==> config.mk <==
export PLATFORM = sky130hd
export DESIGN_NAME = hhr_rgb_mix
export DESIGN_NICKNAME = d
export VERILOG_FILES = /design/src/hw/rtl/hhr_pkg.sv /design/src/hw/rtl/hhr_rgb_mix.sv
export SDC_FILE = /design/constraint.sdc
export NUM_CORES = 2
export LEC_CHECK = 0
export BUFFER_PORTS_ARGS = -buffer_cell sky130_fd_sc_hd__clkbuf_2
export CAP_MARGIN = 10
export CORE_UTILIZATION = 25
export CTS_CLUSTER_DIAMETER = 200
export CTS_CLUSTER_SIZE = 25
export DETAILED_ROUTE_END_ITERATION = 6
export PLACE_DENSITY = 0.41
export SYNTH_ARGS = -nofsm -noshare
export SYNTH_HDL_FRONTEND = slang
export SYNTH_SLANG_ARGS = --single-unit
export TNS_END_PERCENT = 100
==> constraint.sdc <==
create_clock -name clk -period 8.1 [get_ports clk]
set_clock_uncertainty 0.05 [all_clocks]
set_input_delay 0.405 -clock clk [delete_from_list [all_inputs] [get_ports clk]]
set_output_delay 0.405 -clock clk [all_outputs]
set_load 0.02 [all_outputs]
==> src/hw/rtl/hhr_pkg.sv <==
// ----------------------------------------------------------------------------
// hhr_pkg
// Shared codes for the heat-map HSV to RGB unit: configuration register
// indexes, hue scale constants and the colour-wheel sector type.
// ----------------------------------------------------------------------------
package hhr_pkg;

  // configuration register indexes
  localparam int unsigned CFG_IDX_W = 1;
  localparam logic [CFG_IDX_W-1:0] CFG_SATURATION = 1'b0;
  localparam logic [CFG_IDX_W-1:0] CFG_BRIGHTNESS = 1'b1;

  // H' = (1 - level) * 0.65 * 360 / 60 = (1 - level) * 39 / 10
  localparam int unsigned HUE_NUM = 39;
  localparam int unsigned HUE_DEN = 10;

  // integer part of H', one code per 60 degree sector
  localparam int unsigned SECTOR_W = 3;
  typedef enum logic [SECTOR_W-1:0] {
    SEC_RED_YELLOW    = 3'd0,
    SEC_YELLOW_GREEN  = 3'd1,
    SEC_GREEN_CYAN    = 3'd2,
    SEC_CYAN_BLUE     = 3'd3,
    SEC_BLUE_MAGENTA  = 3'd4,
    SEC_MAGENTA_RED   = 3'd5,
    SEC_OUT_A         = 3'd6,
    SEC_OUT_B         = 3'd7
  } sector_t;

endpackage

==> src/hw/rtl/hhr_rgb_mix.sv <==
// ----------------------------------------------------------------------------
// hhr_rgb_mix
// Chroma side: C = V*S, M = V - C, X = C * factor, then the six-sector
// placement plus offset into the output registers.
// ----------------------------------------------------------------------------
module hhr_rgb_mix #(
  parameter int unsigned FRAC_BITS = 16
) (
  input  logic                     clk,
  input  logic [4:0]               ld,
  input  logic [FRAC_BITS:0]       sat,
  input  logic [FRAC_BITS:0]       bri,
  input  hhr_pkg::sector_t         sector,
  input  logic [FRAC_BITS:0]       fac,
  output logic [FRAC_BITS:0]       red,
  output logic [FRAC_BITS:0]       green,
  output logic [FRAC_BITS:0]       blue
);
  import hhr_pkg::*;

  localparam int unsigned W = FRAC_BITS + 1;
  localparam logic [W-1:0] ONE = {1'b1, {FRAC_BITS{1'b0}}};

  // stage 0: clamp registers and multiply
  logic [W-1:0]   s0;
  logic [W-1:0]   v0;
  logic [2*W-1:0] vs0_r;
  logic [W-1:0]   v0_r;

  assign s0 = (sat > ONE) ? ONE : sat;
  assign v0 = (bri > ONE) ? ONE : bri;

  always_ff @(posedge clk) begin
    if (ld[0]) begin
      vs0_r <= (2*W)'(v0) * (2*W)'(s0);
      v0_r  <= v0;
    end
  end

  // stage 1: chroma and offset
  logic [W-1:0] c1;
  logic [W-1:0] c1_r;
  logic [W-1:0] m1_r;

  assign c1 = vs0_r[FRAC_BITS+W-1:FRAC_BITS];

  always_ff @(posedge clk) begin
    if (ld[1]) begin
      c1_r <= c1;
      m1_r <= v0_r - c1;
    end
  end

  // stage 2: wait for the hue side
  logic [W-1:0] c2_r;
  logic [W-1:0] m2_r;

  always_ff @(posedge clk) begin
    if (ld[2]) begin
      c2_r <= c1_r;
      m2_r <= m1_r;
    end
  end

  // stage 3: secondary component
  logic [2*W-1:0] cx3;
  logic [W-1:0]   x3_r;
  logic [W-1:0]   c3_r;
  logic [W-1:0]   m3_r;
  sector_t        sec3_r;

  assign cx3 = (2*W)'(c2_r) * (2*W)'(fac);

  always_ff @(posedge clk) begin
    if (ld[3]) begin
      x3_r   <= cx3[FRAC_BITS+W-1:FRAC_BITS];
      c3_r   <= c2_r;
      m3_r   <= m2_r;
      sec3_r <= sector;
    end
  end

  // stage 4: placement and offset
  logic [W-1:0] r4;
  logic [W-1:0] g4;
  logic [W-1:0] b4;
  logic [W-1:0] red_r;
  logic [W-1:0] green_r;
  logic [W-1:0] blue_r;

  always_comb begin
    r4 = '0;
    g4 = '0;
    b4 = '0;
    unique case (sec3_r)
      SEC_RED_YELLOW: begin
        r4 = c3_r;
        g4 = x3_r;
      end
      SEC_YELLOW_GREEN: begin
        r4 = x3_r;
        g4 = c3_r;
      end
      SEC_GREEN_CYAN: begin
        g4 = c3_r;
        b4 = x3_r;
      end
      SEC_CYAN_BLUE: begin
        g4 = x3_r;
        b4 = c3_r;
      end
      SEC_BLUE_MAGENTA: begin
        r4 = x3_r;
        b4 = c3_r;
      end
      SEC_MAGENTA_RED: begin
        r4 = c3_r;
        b4 = x3_r;
      end
      default: begin
        // outside the wheel: grey at the offset level
        r4 = '0;
        g4 = '0;
        b4 = '0;
      end
    endcase
  end

  always_ff @(posedge clk) begin
    if (ld[4]) begin
      red_r   <= r4 + m3_r;
      green_r <= g4 + m3_r;
      blue_r  <= b4 + m3_r;
    end
  end

  assign red   = red_r;
  assign green = green_r;
  assign blue  = blue_r;

endmodule

==> flow_summary.ini <==
[run_status]
outcome = finished clean

[route]
ant_nets = 0
wl_mm = 81.28
num_vias = 19800
post-route-drc-count = 0
vias_per_cell = 4.408
drtIter0Drc = 995
wl_per_cell_um = 18.10
drtPass1Iterations = 5

[yosys]
yosysSeqAreaShare = 0.2207
synth_area_per_cell_um2 = 9.638
synthesis.nets = 3696
yosysTopAreaCell = fa_1
syn_inst = 2922
yosys-top-cells-count = inv_1 (577), nand2_1 (461), fa_1 (446), ha_1 (268), edfxtp_1 (207)
syn_area_mm2 = 0.02816
synth.ff_latch_count = 207
synth_edf_count = 207
synth_top_cell_area_share = 0.3170
ys.flop_type = edfxtp_1
synthArstFlopShare = 0
yosysMostFrequentCell = inv_1
synth.distinct_cells = 68
synthTopCellsByArea = fa_1 (32%), edfxtp_1 (22%), ha_1 (12%)
yosysWarningCount = 0

[worst_setup_path]
slowest_stage = o21ai_0
critPathMaxFanout = 13
end_kind = flop
worst-setup-path-type = in -> reg
cpLargestDelayFamily = adder cells
cp.buffers_inverters = 8
cpPeakStageDelay_ns = 0.57
crit_path_start_kind = input pin
crit_required_ns = 8.30
cp.arrival_ns = 7.43
cp_common_cell = fa_1

[floorplanning]
die_w_um = 337.6
rows = 122
io_pins = 111
core_area_mm2 = 0.1111
die_y_um = 337.6
floorplan.initialDensity = 0.2534
dieArea_mm2 = 0.1140

[placement]
dp.cells = 4475
dp.final_hpwl_mm = 67.67
place_congestion = 0.8356
portBuffers = 110

[clocking]
cts.clk_slew.worst_paths_ns = 0.12
numCtsBuffers = 12
clock_latency_ns = 0.49
post_cts_resized = 0
postCtsSetupRepairBufs = 0
cts_num_sinks = 207
clockBufferDepth = 3
cts.htree.levels = 1
ctsHoldBuffers = 0
cts_tree = yes
root_buffer = clkbuf_16

[cells_and_area]
drive_above_1_share = 0.06598
fillers = 12060
area_growth_syn_to_layout_pct = 9.921
fin_cells = 4491
layout.nets = 3775

[timing]
finalSetupViolCount = 0
finalCriticalPeriod_ns = 7.231
relSlewSlack = 0.3475
slew_viol_final = 0
fin_tns_setup_ns = 0
hold_viol = 0
rsz0062_at_grt = no
max_freq_mhz = 138.3
post-route-period-util = 0.8928
tightest_slew_ns = 0.9787

[global_route]
grt_overflow = 0
grt_pass1_vias = 20790
grt_pass1_wl_mm = 126.0
antenna_found_initial = 1
grt_use_total = 0.1447
grt_max_degree = 55

[flow_run]
drv_cap = 0

[worst_hold_path]
hold_path_class = in -> reg
## per-stage QoR
step	hold WS, ns	util	worst slack [ns]	instance area, um2
final	0.04962	0.2786	0.8686	30960
after global routing	0.01642	0.2785	0.4194	30950
after CTS	0.02424	0.2785	0.8241	30950
after detailed placement	0.3545	0.2754	0.3069	30610
after global placement	0.3522	0.2754	0.4346	30610
after floorplan	0.3503	-	1.244	28160
## kinds of logic (layout without fill, tap and decap cells)
group	Yosys count	count (layout)	share of synthesized area
XOR/XNOR	95	95	0.02955
AO/OA/AOI/OAI	329	329	0.07900
adder cells (fa/ha/maj)	714	714	0.4361
other	0	2	0
AND/OR/NAND/NOR	890	890	0.1420
multiplexers	2	2	0.0007109
flip-flops	207	207	0.2207
buffers and inverters	685	764	0.09192
## cell usage in the layout, fill, tap and decap left out, types with 46 or more instances in the layout
| cell type | count |
|---|---|
| buf_4 | 58 |
| a22o_1 | 46 |
| nand2_1 | 461 |
| nor2_1 | 157 |
| fa_1 | 446 |
| edfxtp_1 | 207 |
| and2_1 | 103 |
| xnor2_1 | 65 |
| a21oi_1 | 86 |
| clkbuf_2 | 110 |
| o21ai_0 | 52 |
| inv_1 | 577 |
| ha_1 | 268 |
## final cells by class
cell class	instances	area, um2	share of cell area
Inverter	582	2185	0.07057
Tap cell	1488	1862	0.06014
Sequential cell	207	6216	0.2008
Timing Repair Buffer	168	985.9	0.03185
Clock buffer	13	325.3	0.01051
Antenna cell	2	5.005	0.0001617
Multi-Input combinational cell	2030	19360	0.6253
Clock inverter	1	20.02	0.0006467
## layer usage
layer  global-route usage  routed length, um  up-vias
met4              0.02927               1895        2
met1               0.2031              38460     9919
met2               0.2425              38040      398
met5                    0                 13        -
met3              0.01182               2876       74
li1                     -                  -     9402
## worst paths after layout
| path | startpoint | end | slack (ns) | cells after the start |
|---|---|---|---|---|
| worst max-delay path | bri[0] | vs0_r[26] | 0.87 | 27 |
| worst max register to register | c2_r[7] | x3_r[12] | 1.36 | 20 |
| worst min register to register | c1_r[9] | c2_r[9] | 0.36 | 0 |
| worst min-delay path | sector[0] | sec3_r[0] | 0.05 | 1 |
## registers in the layout (all words and copies together) (netlist names)
| signal | count |
|---|---|
| v0_r | 17 |
| green | 17 |
| vs0_r | 17 |
| c2_r | 17 |
| sec3_r | 3 |
| c3_r | 17 |
| m1_r | 17 |
| m3_r | 17 |
| m2_r | 17 |
| x3_r | 17 |
| red | 17 |
| blue | 17 |
| c1_r | 17 |
Power is not shown: default switching activity piles up to over one toggle a cycle in this logic, so the estimate is an artifact.
