## src/hw/rtl/hhr_pipe_ctrl.sv

```systemverilog
// ----------------------------------------------------------------------------
// hhr_pipe_ctrl
// Valid bits and load enables for the stall-able pipeline. A stage loads
// when it is empty or when the stage after it moves on.
// ----------------------------------------------------------------------------
module hhr_pipe_ctrl #(
  parameter int unsigned NUM_STAGES = 5
) (
  input  logic                  clk,
  input  logic                  rst_n,
  input  logic                  in_valid,
  output logic                  in_stall,
  input  logic                  out_stall,
  output logic [NUM_STAGES-1:0] ld,
  output logic                  out_valid
);

  logic [NUM_STAGES-1:0] vld_r;
  logic [NUM_STAGES-1:0] vld_nxt;

  always_comb begin
    ld[NUM_STAGES-1] = !vld_r[NUM_STAGES-1] || !out_stall;
    for (int k = NUM_STAGES - 2; k >= 0; k--) begin
      ld[k] = !vld_r[k] || ld[k+1];
    end
  end

  always_comb begin
    for (int k = 0; k < NUM_STAGES; k++) begin
      if (ld[k]) begin
        vld_nxt[k] = (k == 0) ? in_valid : vld_r[(k == 0) ? 0 : k - 1];
      end else begin
        vld_nxt[k] = vld_r[k];
      end
    end
  end

  always_ff @(posedge clk) begin
    if (!rst_n) begin
      vld_r <= '0;
    end else begin
      vld_r <= vld_nxt;
    end
  end

  assign in_stall  = !ld[0];
  assign out_valid = vld_r[NUM_STAGES-1];

endmodule

```

## config.mk

```make
export PLATFORM = sky130hd
export DESIGN_NAME = hhr_pipe_ctrl
export DESIGN_NICKNAME = d
export VERILOG_FILES = /design/src/hw/rtl/hhr_pipe_ctrl.sv
export SDC_FILE = /design/constraint.sdc
export NUM_CORES = 1
export LEC_CHECK = 0
export BUFFER_PORTS_ARGS = -buffer_cell sky130_fd_sc_hd__buf_2
export CAP_MARGIN = 20
export CELL_PAD_IN_SITES_DETAIL_PLACEMENT = 2
export CELL_PAD_IN_SITES_GLOBAL_PLACEMENT = 2
export CORE_AREA = 2 2 39 41
export CTS_CLUSTER_DIAMETER = 40
export CTS_CLUSTER_SIZE = 10
export DETAILED_ROUTE_END_ITERATION = 10
export DIE_AREA = 0 0 41 43
export GPL_TIMING_DRIVEN = 1
export HOLD_SLACK_MARGIN = 0.12
export PLACE_DENSITY = 0.61
export SYNTH_ARGS = -nofsm -noshare
export SYNTH_HDL_FRONTEND = slang
export SYNTH_SLANG_ARGS = --single-unit
```

## constraint.sdc

```tcl
create_clock -name clk -period 0.81 [get_ports clk]
set_input_delay 0.1215 -clock clk [delete_from_list [all_inputs] [get_ports clk]]
set_output_delay 0.1215 -clock clk [all_outputs]
set_load 0.005 [all_outputs]
```

==> results summary, run 1 <==
Once detail routing completed, the nets flagged for antenna violations numbered 0. In this run, CTS created clock tree buffers numbering 3. Timing would allow up to 0.815 GHz. The cell chosen for the clock root is clkbuf_4. The ratio of total power to cell area is 1350 nW/um2. Routability-driven placement finished with a final weighted congestion of 0.576. The clock net sink count came out at 5. The number of distinct library cells after synthesis is 12.

Setup repair after global routing could not meet its margin everywhere. The flow ran to the end, but the final reports show violations. CTS built an H-tree with a depth of 1. Counting every net in the synthesized netlist gives 27.

The number of nets in the finished design came out at 50. Leaving out fill and tap cells, the most frequent cell in the layout is buf_6. The mean area per synthesized cell is 8.92 um2. The number of placement rows is 14. The largest area contributor in the netlist is dfxtp_1.

For this configuration, the core starts out at a cell density of 0.148. The worst setup path is launched from a register. The number of fill cells in the layout came out at 162. The sequential cell area fraction in the yosys report is 0.488.

Yosys printed 0 warnings. The fraction of post-synthesis cell area in the top cell type by area is 0.488. vld_r holds more flip-flops than any other register. The hold slack came out at 172 ps. The type of the worst setup path is register to primary output.

The CTS tree is done. Walking the worst path, the cells encountered are and4_4 > and3_1 > buf_2. The maximum number of pins on one net before global-route repair is 8. The static leakage came out at 0.000188 uW. The worst-case vdd ir drop came out at 783 uV. After synthesis, the cell types taking the most area are dfxtp_1 49%, nand2_1 9.1%, o21ai_2 8.5%. The aggregate negative setup slack is -2500 ps. Port buffering added 10 buffers.

The area occupied by multi-input gates is 123 um2. The count of final setup violators came out at 11. The maximum fanout along the worst path is 5. The post-route DRC violation count came out at 0.

The number of flip-flops in the largest register is 5. The global-route wire length before repair is 1090 um. In the layout the commonest cells are 9 x buf_6, 6 x buf_2, 4 x nand2_1, 3 x clkbuf_4, 3 x dfxtp_2. The initial antenna violation count came out at 0. In this run the deepest clock path goes through 2 buffers.

Grouping stages by cell kind, the critical path spends the most delay in simple AND/OR/NAND/NOR gates. Subtracting the final worst setup slack from the clock period gives 1230 ps. The max-slew violation total from the final report came out at 0. The min-delay analysis places its worst path in the category input pin to register. STA puts the critical path data required time at 690 ps.

The slowest cell on the critical path is dfxtp_2. The synthesized design contains 5 register bits. 0 antenna diodes ended up in the layout. After detailed routing, the number of vias per cell comes to 4.21. For this run, the detailed router's first-pass iteration total came to 1.

The number of hold-slack violations in the final timing report came out at 0. Together, buffers and inverters on the worst path number 1. The floorplan die area is 1760 um2. Relative to the synthesized area, the layout overhead comes to 114%. The worst clock skew on the final layout came out at 2.76 ps. The share of final-layout standard cells stronger than drive strength 1 is 0.689.

The clock edge transition at the registers on the reported setup and hold paths came out at 40 ps. From left edge to right edge, the die measures 41 um. The via count of the first global-routing pass came out at 254. The worst slew margin relative to its limit is 0.873. The worst path setup slack after routing is -417 ps. The cell area after synthesis came out at 205 um2.

The final global-route overflow total came out at 0. The arrival time at the worst endpoint is 1110 ps. The clock latency of the later-clocked register in the worst-skew pair is 240 ps.

The count of boundary I/O pins is 11. In this run the vertical extent of the chip is 43 um. The tool flagged a number of max-cap violations equal to 0.

The register area is 104 um2. The vias after detailed routing came out at 257. The endpoint kind of the worst setup timing path is a primary output. The routed design has 696 um of wire. The wire length per cell after detailed routing is 11.4 um.

The transition time at the pin with the least slew margin came out at 190 ps. The final reports fail on setup timing. The ratio of final minimum period to clock period is 1.51.

The cell count after synthesis is 23. The delay of the slowest cell on the worst path is 320 ps. The placeable core region is 1380 um2.

Across every metal layer, demand over resource in global routing totals 0.0975. The largest registers in the layout are vld_r x5. After the first detailed-routing iteration, the DRC count stood at 0.
## cell usage after synthesis, drive strengths merged
master,instances
dfxtp,5
nand3,3
nand2,5
a21oi,1
and4,1
and3,1
o21a,1
a21boi,1
o21ai,2
nor2b,1
inv,2
## layer usage
metal,routed length (um),global-route usage,part of all wire
met1,270,0.0968,0.39
met2,375,0.163,0.54
met3,50,0.0157,0.072
met4,0,0.0800,0
met5,0,0,0
## final timing paths
check,startpoint,end,slack (ps),cells past startpoint
setup / recovery,vld_r[4]$_SDFFE_PN0P_,in_stall,-420,3
hold / removal,rst_n,vld_r[2]$_SDFFE_PN0P_,170,2
setup reg to reg,vld_r[4]$_SDFFE_PN0P_,vld_r[4]$_SDFFE_PN0P_,-130,5
hold reg to reg,vld_r[2]$_SDFFE_PN0P_,vld_r[3]$_SDFFE_PN0P_,470,2
## kinds of logic after synthesis
group                  after synthesis  share of synthesized area
buffers and inverters                2                     0.0488
and+or+nand+nor                     11                      0.281
AOI/OAI and AO/OA                    5                      0.183
DFF                                  5                      0.488
## what timing repair did
| item | 4_1_cts | 5_1_grt |
|---|---|---|
| pin swaps | 1 | 3 |
| gates resized for setup | 12 | 8 |
| endpoints found under the setup margin | 8 | 12 |
| endpoints found under the hold margin | 1 | 0 |
| hold buffers | 1 | 0 |
| buffers inserted | 2 | 4 |
## stage by stage
stage	utilization	cell area (um2)	cells	power, uW	worst slack (ps)
global route	0.317	439	61	624	-463
detailed placement	0.216	299	52	299	-152
CTS	0.283	392	59	604	-409
floorplan	-	206	23	275	-84.5
finish	0.317	439	61	594	-417
global placement	0.216	299	52	296	-151
## where the power goes
part	total (uW)	internal [uW]	switching [uW]
Clock	283	186	96.7
Sequential	263	255	7.39
Combinational	48.7	26.2	22.5
Total	594	467	127
## cell type report
type / instances / area share
Timing Repair Buffer: 18 / 0.356
Sequential cell: 5 / 0.236
Multi-Input combinational cell: 16 / 0.279
Inverter: 2 / 0.0228
Tap cell: 16 / 0.0456
Clock buffer: 4 / 0.0598
(Power assumes the default switching activity.)
==> run 2: changes to the inputs <==
--- a/config.mk
+++ b/config.mk
@@ -16,7 +16,8 @@
 export DIE_AREA = 0 0 41 43
 export GPL_TIMING_DRIVEN = 1
 export HOLD_SLACK_MARGIN = 0.12
-export PLACE_DENSITY = 0.61
+export MAX_ROUTING_LAYER = met4
+export PLACE_DENSITY = 0.59
 export SYNTH_ARGS = -nofsm -noshare
 export SYNTH_HDL_FRONTEND = slang
 export SYNTH_SLANG_ARGS = --single-unit
==> constraint.sdc (replaced) <==
create_clock -name clk -period 1.3 [get_ports clk]
set_input_delay 0.26 -clock clk [delete_from_list [all_inputs] [get_ports clk]]
set_output_delay 0.26 -clock clk [all_outputs]
set_load 0.005 [all_outputs]
==> run 2 against run 1 <==
Effect of this change:
- the run still ends with setup timing left
- clock skew fell by 1.6 ps
- register-to-register slack improved by 620 ps
- non-clock buffer count fell by 5
- final cell count fell by 8.2%
- worst setup slack improved by 380 ps
- sequential cell count did not move
- sequential share of layout area rose by 8.0 points
- critical path type unchanged
==> results summary, run 2 (synthesis gave the netlist of run 1 again) <==
Outcome: finished, violations left (unchanged). Failing checks: setup timing (unchanged). The launch point of the worst path is vld_r[4]$_SDFFE_PN0P_ (unchanged). The source of the worst register-to-register timing path is vld_r[4]$_SDFFE_PN0P_ (unchanged). The maximum achievable frequency came out at 0.746 GHz. The DRC marker count from the first detailed-route iteration is 0 (unchanged). The type of the worst setup path is register to primary output (unchanged).

The endpoint kind of the worst setup timing path is a primary output (unchanged). The worst slew margin relative to its limit came out at 0.873 (about the same). The static leakage was 0.000137 uW (was 0.000188 uW). The number of placement rows is 14 (unchanged). The final global-route overflow total is 0 (unchanged). The worst-case vdd ir drop was 371 uV (was 783 uV). The worst clock skew on the final layout is 1.16 ps (was 2.76 ps). The ratio of routed vias to standard cells came out at 4.04 (was 4.21). The worst setup slack after placement came out at 137 ps (was -152 ps). The number of flip-flops in the largest register came to 5 (unchanged). The floorplan die area was 1760 um2 (unchanged).

The type of element launching the critical path is a register (unchanged). The clock latency of the later-clocked register in the worst-skew pair is 230 ps (was 240 ps). The number of hold-slack violations in the final timing report came out at 0 (unchanged). The placeable core region is 1380 um2 (unchanged). The area occupied by multi-input gates is 95.1 um2 (was 123 um2). The via count of the first global-routing pass was 221 (was 254). The register name with the most flops is vld_r (unchanged).

The count of boundary I/O pins is 11 (unchanged). The initial core utilization came out at 0.148 (unchanged). The number of hold buffers added after cts came to 0 (was 1). The CTS tree is done (unchanged).

The number of antenna diodes is 0 (unchanged). The initial antenna violation count came to 0 (unchanged). The worst path setup slack after routing came out at -39.9 ps (was -417 ps). Top flop regs: vld_r x5 (unchanged). The final weighted congestion in routability-driven placement came out at 0.639 (was 0.576).

The leading cell type in the layout, fill and taps excluded is buf_2 (was buf_6). The clock period minus worst slack is 1340 ps. The vertical die dimension is 43 um (unchanged).

The area growth from synthesis to layout is 59.8% (was 114%). The arrival time at the worst endpoint came to 1080 ps (was 1110 ps). The die boundary width is 41 um (unchanged).

Of the available clock period, the critical path in the final layout requires 1.03. The max-slew violation total from the final report came to 0 (unchanged). The global-route wire length before repair came out at 855 um (was 1090 um). The post-route antenna net violation count came out at 0 (unchanged). Unrepaired setup endpoints after global routing: yes (unchanged). The clock edge transition at the registers on the reported setup and hold paths is 40 ps (about the same). The total of max-cap violations came to 0 (unchanged). The cell chosen for the clock root is clkbuf_4 (unchanged).

The share of final-layout standard cells stronger than drive strength 1 came out at 0.575 (was 0.689). The placement-stage cell area is 275 um2 (was 299 um2). The ratio of total power to cell area is 1080 nW/um2 (was 1350 nW/um2). The number of CTS-inserted buffers came out at 3 (unchanged).

The register area came out at 104 um2 (unchanged). The clock net sink count is 5 (unchanged). The count of TritonRoute iterations in the first routing pass came out at 1 (unchanged). Commonest cells after routing, fill and taps aside: 10 x buf_2, 5 x nand2_1 (was 9 x buf_6, 6 x buf_2, 4 x nand2_1, 3 x clkbuf_4, 3 x dfxtp_2). The number of buffers added on ports came out at 10 (unchanged). The type of the worst min-delay path is input pin to register (unchanged). The vias after detailed routing is 226 (was 257). The aggregate negative setup slack came out at -39.9 ps (was -2500 ps). The number of nets in the finished design came to 45 (was 50).

The maximum clock path buffer count is 2 (unchanged). The hold slack came out at 227 ps (was 172 ps). The total track usage came out at 0.0753 (was 0.0975). The number of fill cells in the layout was 181 (was 162). The wire length per cell after detailed routing is 9.73 um (was 11.4 um). The final wirelength is 545 um (was 696 um). The maximum fanout along the worst path came out at 5 (unchanged). The total number of H-tree levels is 1 (unchanged). The number of cells in the finished layout apart from fillers came out at 56 (was 61). The worst hold path startpoint is in_valid (was rst_n). The maximum number of pins on one net before global-route repair came to 8 (unchanged). The placed cell count came out at 49 (was 52).

The count of final setup violators is 1 (was 11). The required time of the worst setup path came out at 1040 ps (was 690 ps). The transition time at the pin with the least slew margin is 190 ps (about the same).

The post-route DRC violation count is 0 (unchanged). The post-route standard cell area excluding fillers came out at 328 um2 (was 439 um2).
## run 2: layer usage
metal  part of all wire  GRT usage  vias up
met2               0.50      0.119       11
met5                  0          -        -
met3               0.11     0.0157        0
met1               0.38     0.0744      103
met4                  0     0.0600        0
li1                   -          -      112
## run 2: worst paths after layout
check / end / slack (ps) / depth (start not counted)
max: in_stall / -40 / 3
min: vld_r[0]$_SDFFE_PN0P_ / 230 / 3
max reg2reg: vld_r[1]$_SDFFE_PN0P_ / 490 / 3
min reg2reg: vld_r[1]$_SDFFE_PN0P_ / 490 / 2
## run 2: final cells by class
class | count | area share
Clock buffer | 4 | 0.0802
Sequential cell | 5 | 0.317
Multi-Input combinational cell | 16 | 0.290
Timing Repair Buffer | 13 | 0.221
Tap cell | 16 | 0.0611
Inverter | 2 | 0.0305
## run 2: timing repair
item | CTS | global route
buffers inserted | 2 | 1
pin swaps | 1 | 0
setup endpoints to repair | 4 | 3
resized for setup | 3 | 0
## run 2: power by group
| group | internal [uW] | switching, uW | leakage [uW] | total (uW) |
|---|---|---|---|---|
| clock network | 116 | 56.0 | 0.0000150 | 172 |
| logic | 9.76 | 8.88 | 0.0000801 | 18.6 |
| registers | 159 | 4.40 | 0.0000423 | 163 |
| total | 284 | 69.3 | 0.000137 | 354 |
## run 2: through the flow
stage / power [uW] / utilization
2_1_floorplan: 171 / -
5_1_grt: 383 / 0.237
4_1_cts: 361 / 0.231
6_report: 354 / 0.237
3_5_place_dp: 183 / 0.199
3_3_place_gp: 182 / 0.199
## run 2: critical path, stage by stage (launching register included)
cell and delay [ps]:
dfxtp_2 320, and4_4 260, and3_1 160, buf_2 110
==> run 3: changes to the inputs <==
--- a/config.mk
+++ b/config.mk
@@ -5,7 +5,8 @@
 export SDC_FILE = /design/constraint.sdc
 export NUM_CORES = 1
 export LEC_CHECK = 0
-export BUFFER_PORTS_ARGS = -buffer_cell sky130_fd_sc_hd__buf_2
+export ABC_CLOCK_PERIOD_IN_PS = 1300
+export BUFFER_PORTS_ARGS = -buffer_cell sky130_fd_sc_hd__buf_4
 export CAP_MARGIN = 20
 export CELL_PAD_IN_SITES_DETAIL_PLACEMENT = 2
 export CELL_PAD_IN_SITES_GLOBAL_PLACEMENT = 2
==> run 3 against run 2 <==
Effect of this change:
- the run still ends with setup timing left
- global-route usage increased by 1.8 points
- combinational power increased by 19%
- clock skew increased by 4.6 ps
- register-to-register slack got worse by 50 ps
- total power increased by 4.4%
- largest power group unchanged
- sequential cell count unchanged
==> results summary, run 3 (synthesis gave the netlist of run 1 again) <==
Outcome: finished, violations left (unchanged). Failing checks: setup timing (unchanged). The clock latency of the later-clocked register in the worst-skew pair is 250 ps (was 230 ps). The DRC marker count from the first detailed-route iteration is 0 (unchanged). The endpoint kind of the worst setup timing path is a primary output (unchanged).

The hold path endpoint is vld_r[0]$_SDFFE_PN0P_ (unchanged). The clock edge transition at the registers on the reported setup and hold paths was 50 ps (was 40 ps). The transition time at the pin with the least slew margin came out at 197 ps (was 190 ps). The share of final-layout standard cells stronger than drive strength 1 came out at 0.625 (was 0.575). The total power of the final layout is 369 uW (was 354 uW).

The via count of the first global-routing pass came out at 238 (was 221). The most used routing layer in global routing is met2 (unchanged). The source of the worst register-to-register timing path is vld_r[3]$_SDFFE_PN0P_ (was vld_r[4]$_SDFFE_PN0P_). The maximum achievable frequency is 0.726 GHz (was 0.746 GHz).

The final weighted congestion in routability-driven placement came out at 0.667 (was 0.639). The post-route antenna net violation count is 0 (unchanged). The final wirelength came out at 644 um (was 545 um). The ratio of final minimum period to clock period is 1.06 (was 1.03). The number of nets in the finished design was 45 (unchanged). Commonest cells after routing, fill and taps aside: 12 x buf_4, 5 x nand2_1, 3 x clkbuf_4, 3 x dfxtp_2 (was 10 x buf_2, 5 x nand2_1).

The leading cell type in the layout, fill and taps excluded is buf_4 (was buf_2). The utilization after layout is 0.265 (was 0.237). The global-route wire length before repair came to 1040 um (was 855 um).

The aggregate negative setup slack is -132 ps (was -39.9 ps). The number of buffers added on ports is 10 (unchanged). The total of max-cap violations came out at 0 (unchanged). The internal reg-to-reg setup slack is 440 ps (was 490 ps). The post-route DRC violation count came out at 0 (unchanged). The ratio of total power to cell area is 1010 nW/um2 (was 1080 nW/um2). The area growth from synthesis to layout was 78.7% (was 59.8%).

The clock period minus worst slack is 1380 ps (was 1340 ps). The maximum fanout along the worst path is 5 (unchanged). The total number of H-tree levels was 1 (unchanged). The type of the worst min-delay path is input pin to register (unchanged). The placeable core region is 1380 um2 (unchanged).

The vias after detailed routing came out at 235 (was 226). The required time of the worst setup path came out at 1040 ps (about the same). The total track usage came out at 0.0935 (was 0.0753).

The worst clock skew on the final layout is 5.72 ps (was 1.16 ps). The cell chosen for the clock root is clkbuf_4 (unchanged). The die boundary width was 41 um (unchanged). The count of final setup violators came to 3 (was 1).

The register name with the most flops was vld_r (unchanged). The max-slew violation total from the final report is 0 (unchanged). The HPWL after detailed placement came out at 473 um.

The met1 track utilization from global routing is 0.0994 (was 0.0744). The endpoint of the worst-slack reg-to-reg timing path is vld_r[3]$_SDFFE_PN0P_ (was vld_r[1]$_SDFFE_PN0P_). The type of element launching the critical path is a register (unchanged). The instance count along the most critical hold path came out at 3 (unchanged).

The count of TritonRoute iterations in the first routing pass came out at 1 (unchanged). The worst-case vdd ir drop is 356 uV (was 371 uV). The worst hold path startpoint is in_valid (unchanged). The vertical die dimension came out at 43 um (unchanged). The clock net sink count came out at 5 (unchanged). The number of placement rows came out at 14 (unchanged). The number of flip-flops in the largest register came out at 5 (unchanged). The worst path setup slack after routing came to -77.2 ps (was -39.9 ps). The maximum clock path buffer count is 2 (unchanged). The initial core utilization is 0.148 (unchanged). Top flop regs: vld_r x5 (unchanged).

The number of antenna diodes is 0 (unchanged). The wire length per cell after detailed routing is 11.5 um (was 9.73 um). The arrival time at the worst endpoint came out at 1120 ps (was 1080 ps). The static leakage came out at 0.000148 uW (was 0.000137 uW).

The type of the worst setup path is register to primary output (unchanged). The global routing usage on met3 is 0.0157 (unchanged). The number of hold-slack violations in the final timing report is 0 (unchanged). The number of fill cells in the layout is 156 (was 181).

The worst slew margin relative to its limit came to 0.869 (was 0.873). The floorplan die area came out at 1760 um2 (unchanged). The met2 demand-to-capacity share in global routing came to 0.131 (was 0.119).

The final global-route overflow total came to 0 (unchanged). The ratio of routed vias to standard cells is 4.20 (was 4.04). Unrepaired setup endpoints after global routing: yes (unchanged). The count of boundary I/O pins came out at 11 (unchanged). The CTS tree is done (unchanged). The maximum number of pins on one net before global-route repair was 8 (unchanged).

The initial antenna violation count came to 0 (unchanged). The depth of the worst register-to-register path came out at 4 (was 3). The number of CTS-inserted buffers came out at 3 (unchanged).
run 3: repair_timing:
| action | 4_1_cts | 5_1_grt |
|---|---|---|
| setup buffers | 2 | 1 |
| hold endpoints to repair | 0 | 0 |
| hold buffers | 0 | 0 |
| pin swaps | 1 | 1 |
| resized for setup | 3 | 3 |
| endpoints found under the setup margin | 4 | 4 |
run 3: layer usage:
layer	up-vias	wire length, um
met1	107	281
li1	113	-
met2	13	301
met4	0	17
met5	-	0
met3	2	43
run 3: worst max-delay path by stage:
| stage | from | to | slack [ps] | cells after the start |
|---|---|---|---|---|
| 2_1_floorplan | vld_r[4]$_SDFFE_PN0P_ | in_stall | 240 | 2 |
| 3_3_place_gp | vld_r[4]$_SDFFE_PN0P_ | in_stall | 140 | 3 |
| 3_5_place_dp | vld_r[4]$_SDFFE_PN0P_ | in_stall | 120 | 3 |
| 4_1_cts | vld_r[2]$_SDFFE_PN0P_ | in_stall | -80 | 3 |
| 5_1_grt | vld_r[3]$_SDFFE_PN0P_ | in_stall | -100 | 3 |
| 6_report | vld_r[3]$_SDFFE_PN0P_ | in_stall | -80 | 3 |
run 3: final cells by class:
type | count | area, um2 | area share
multi-input combinational | 16 | 105 | 0.287
inverter | 2 | 10.0 | 0.0273
sequential | 5 | 104 | 0.283
timing repair buffer | 13 | 101 | 0.276
clock buffer | 4 | 26.3 | 0.0717
tap | 16 | 20.0 | 0.0546
run 3: report_power, final:
group / switching [uW] / total (uW) / internal [uW]
combinational: 9.73 / 22.2 / 12.5
clock: 67.0 / 183 / 116
sequential: 4.80 / 164 / 159
total: 81.5 / 369 / 288
run 3: worst max-delay path, stage by stage (launching register included):
cell	delay, ps
dfxtp_2	320
and4_4	270
and3_4	190
buf_6	90
run 3: per-stage QoR:
step | area [um2] | std cells | setup slack [ps] | hold WS (ps)
floorplan | 205 | 23 | 239 | 373
global placement | 300 | 49 | 136 | 455
detailed placement | 300 | 49 | 125 | 468
CTS | 345 | 55 | -75.2 | 210
global route | 367 | 56 | -103 | 226
finish | 367 | 56 | -77.2 | 219
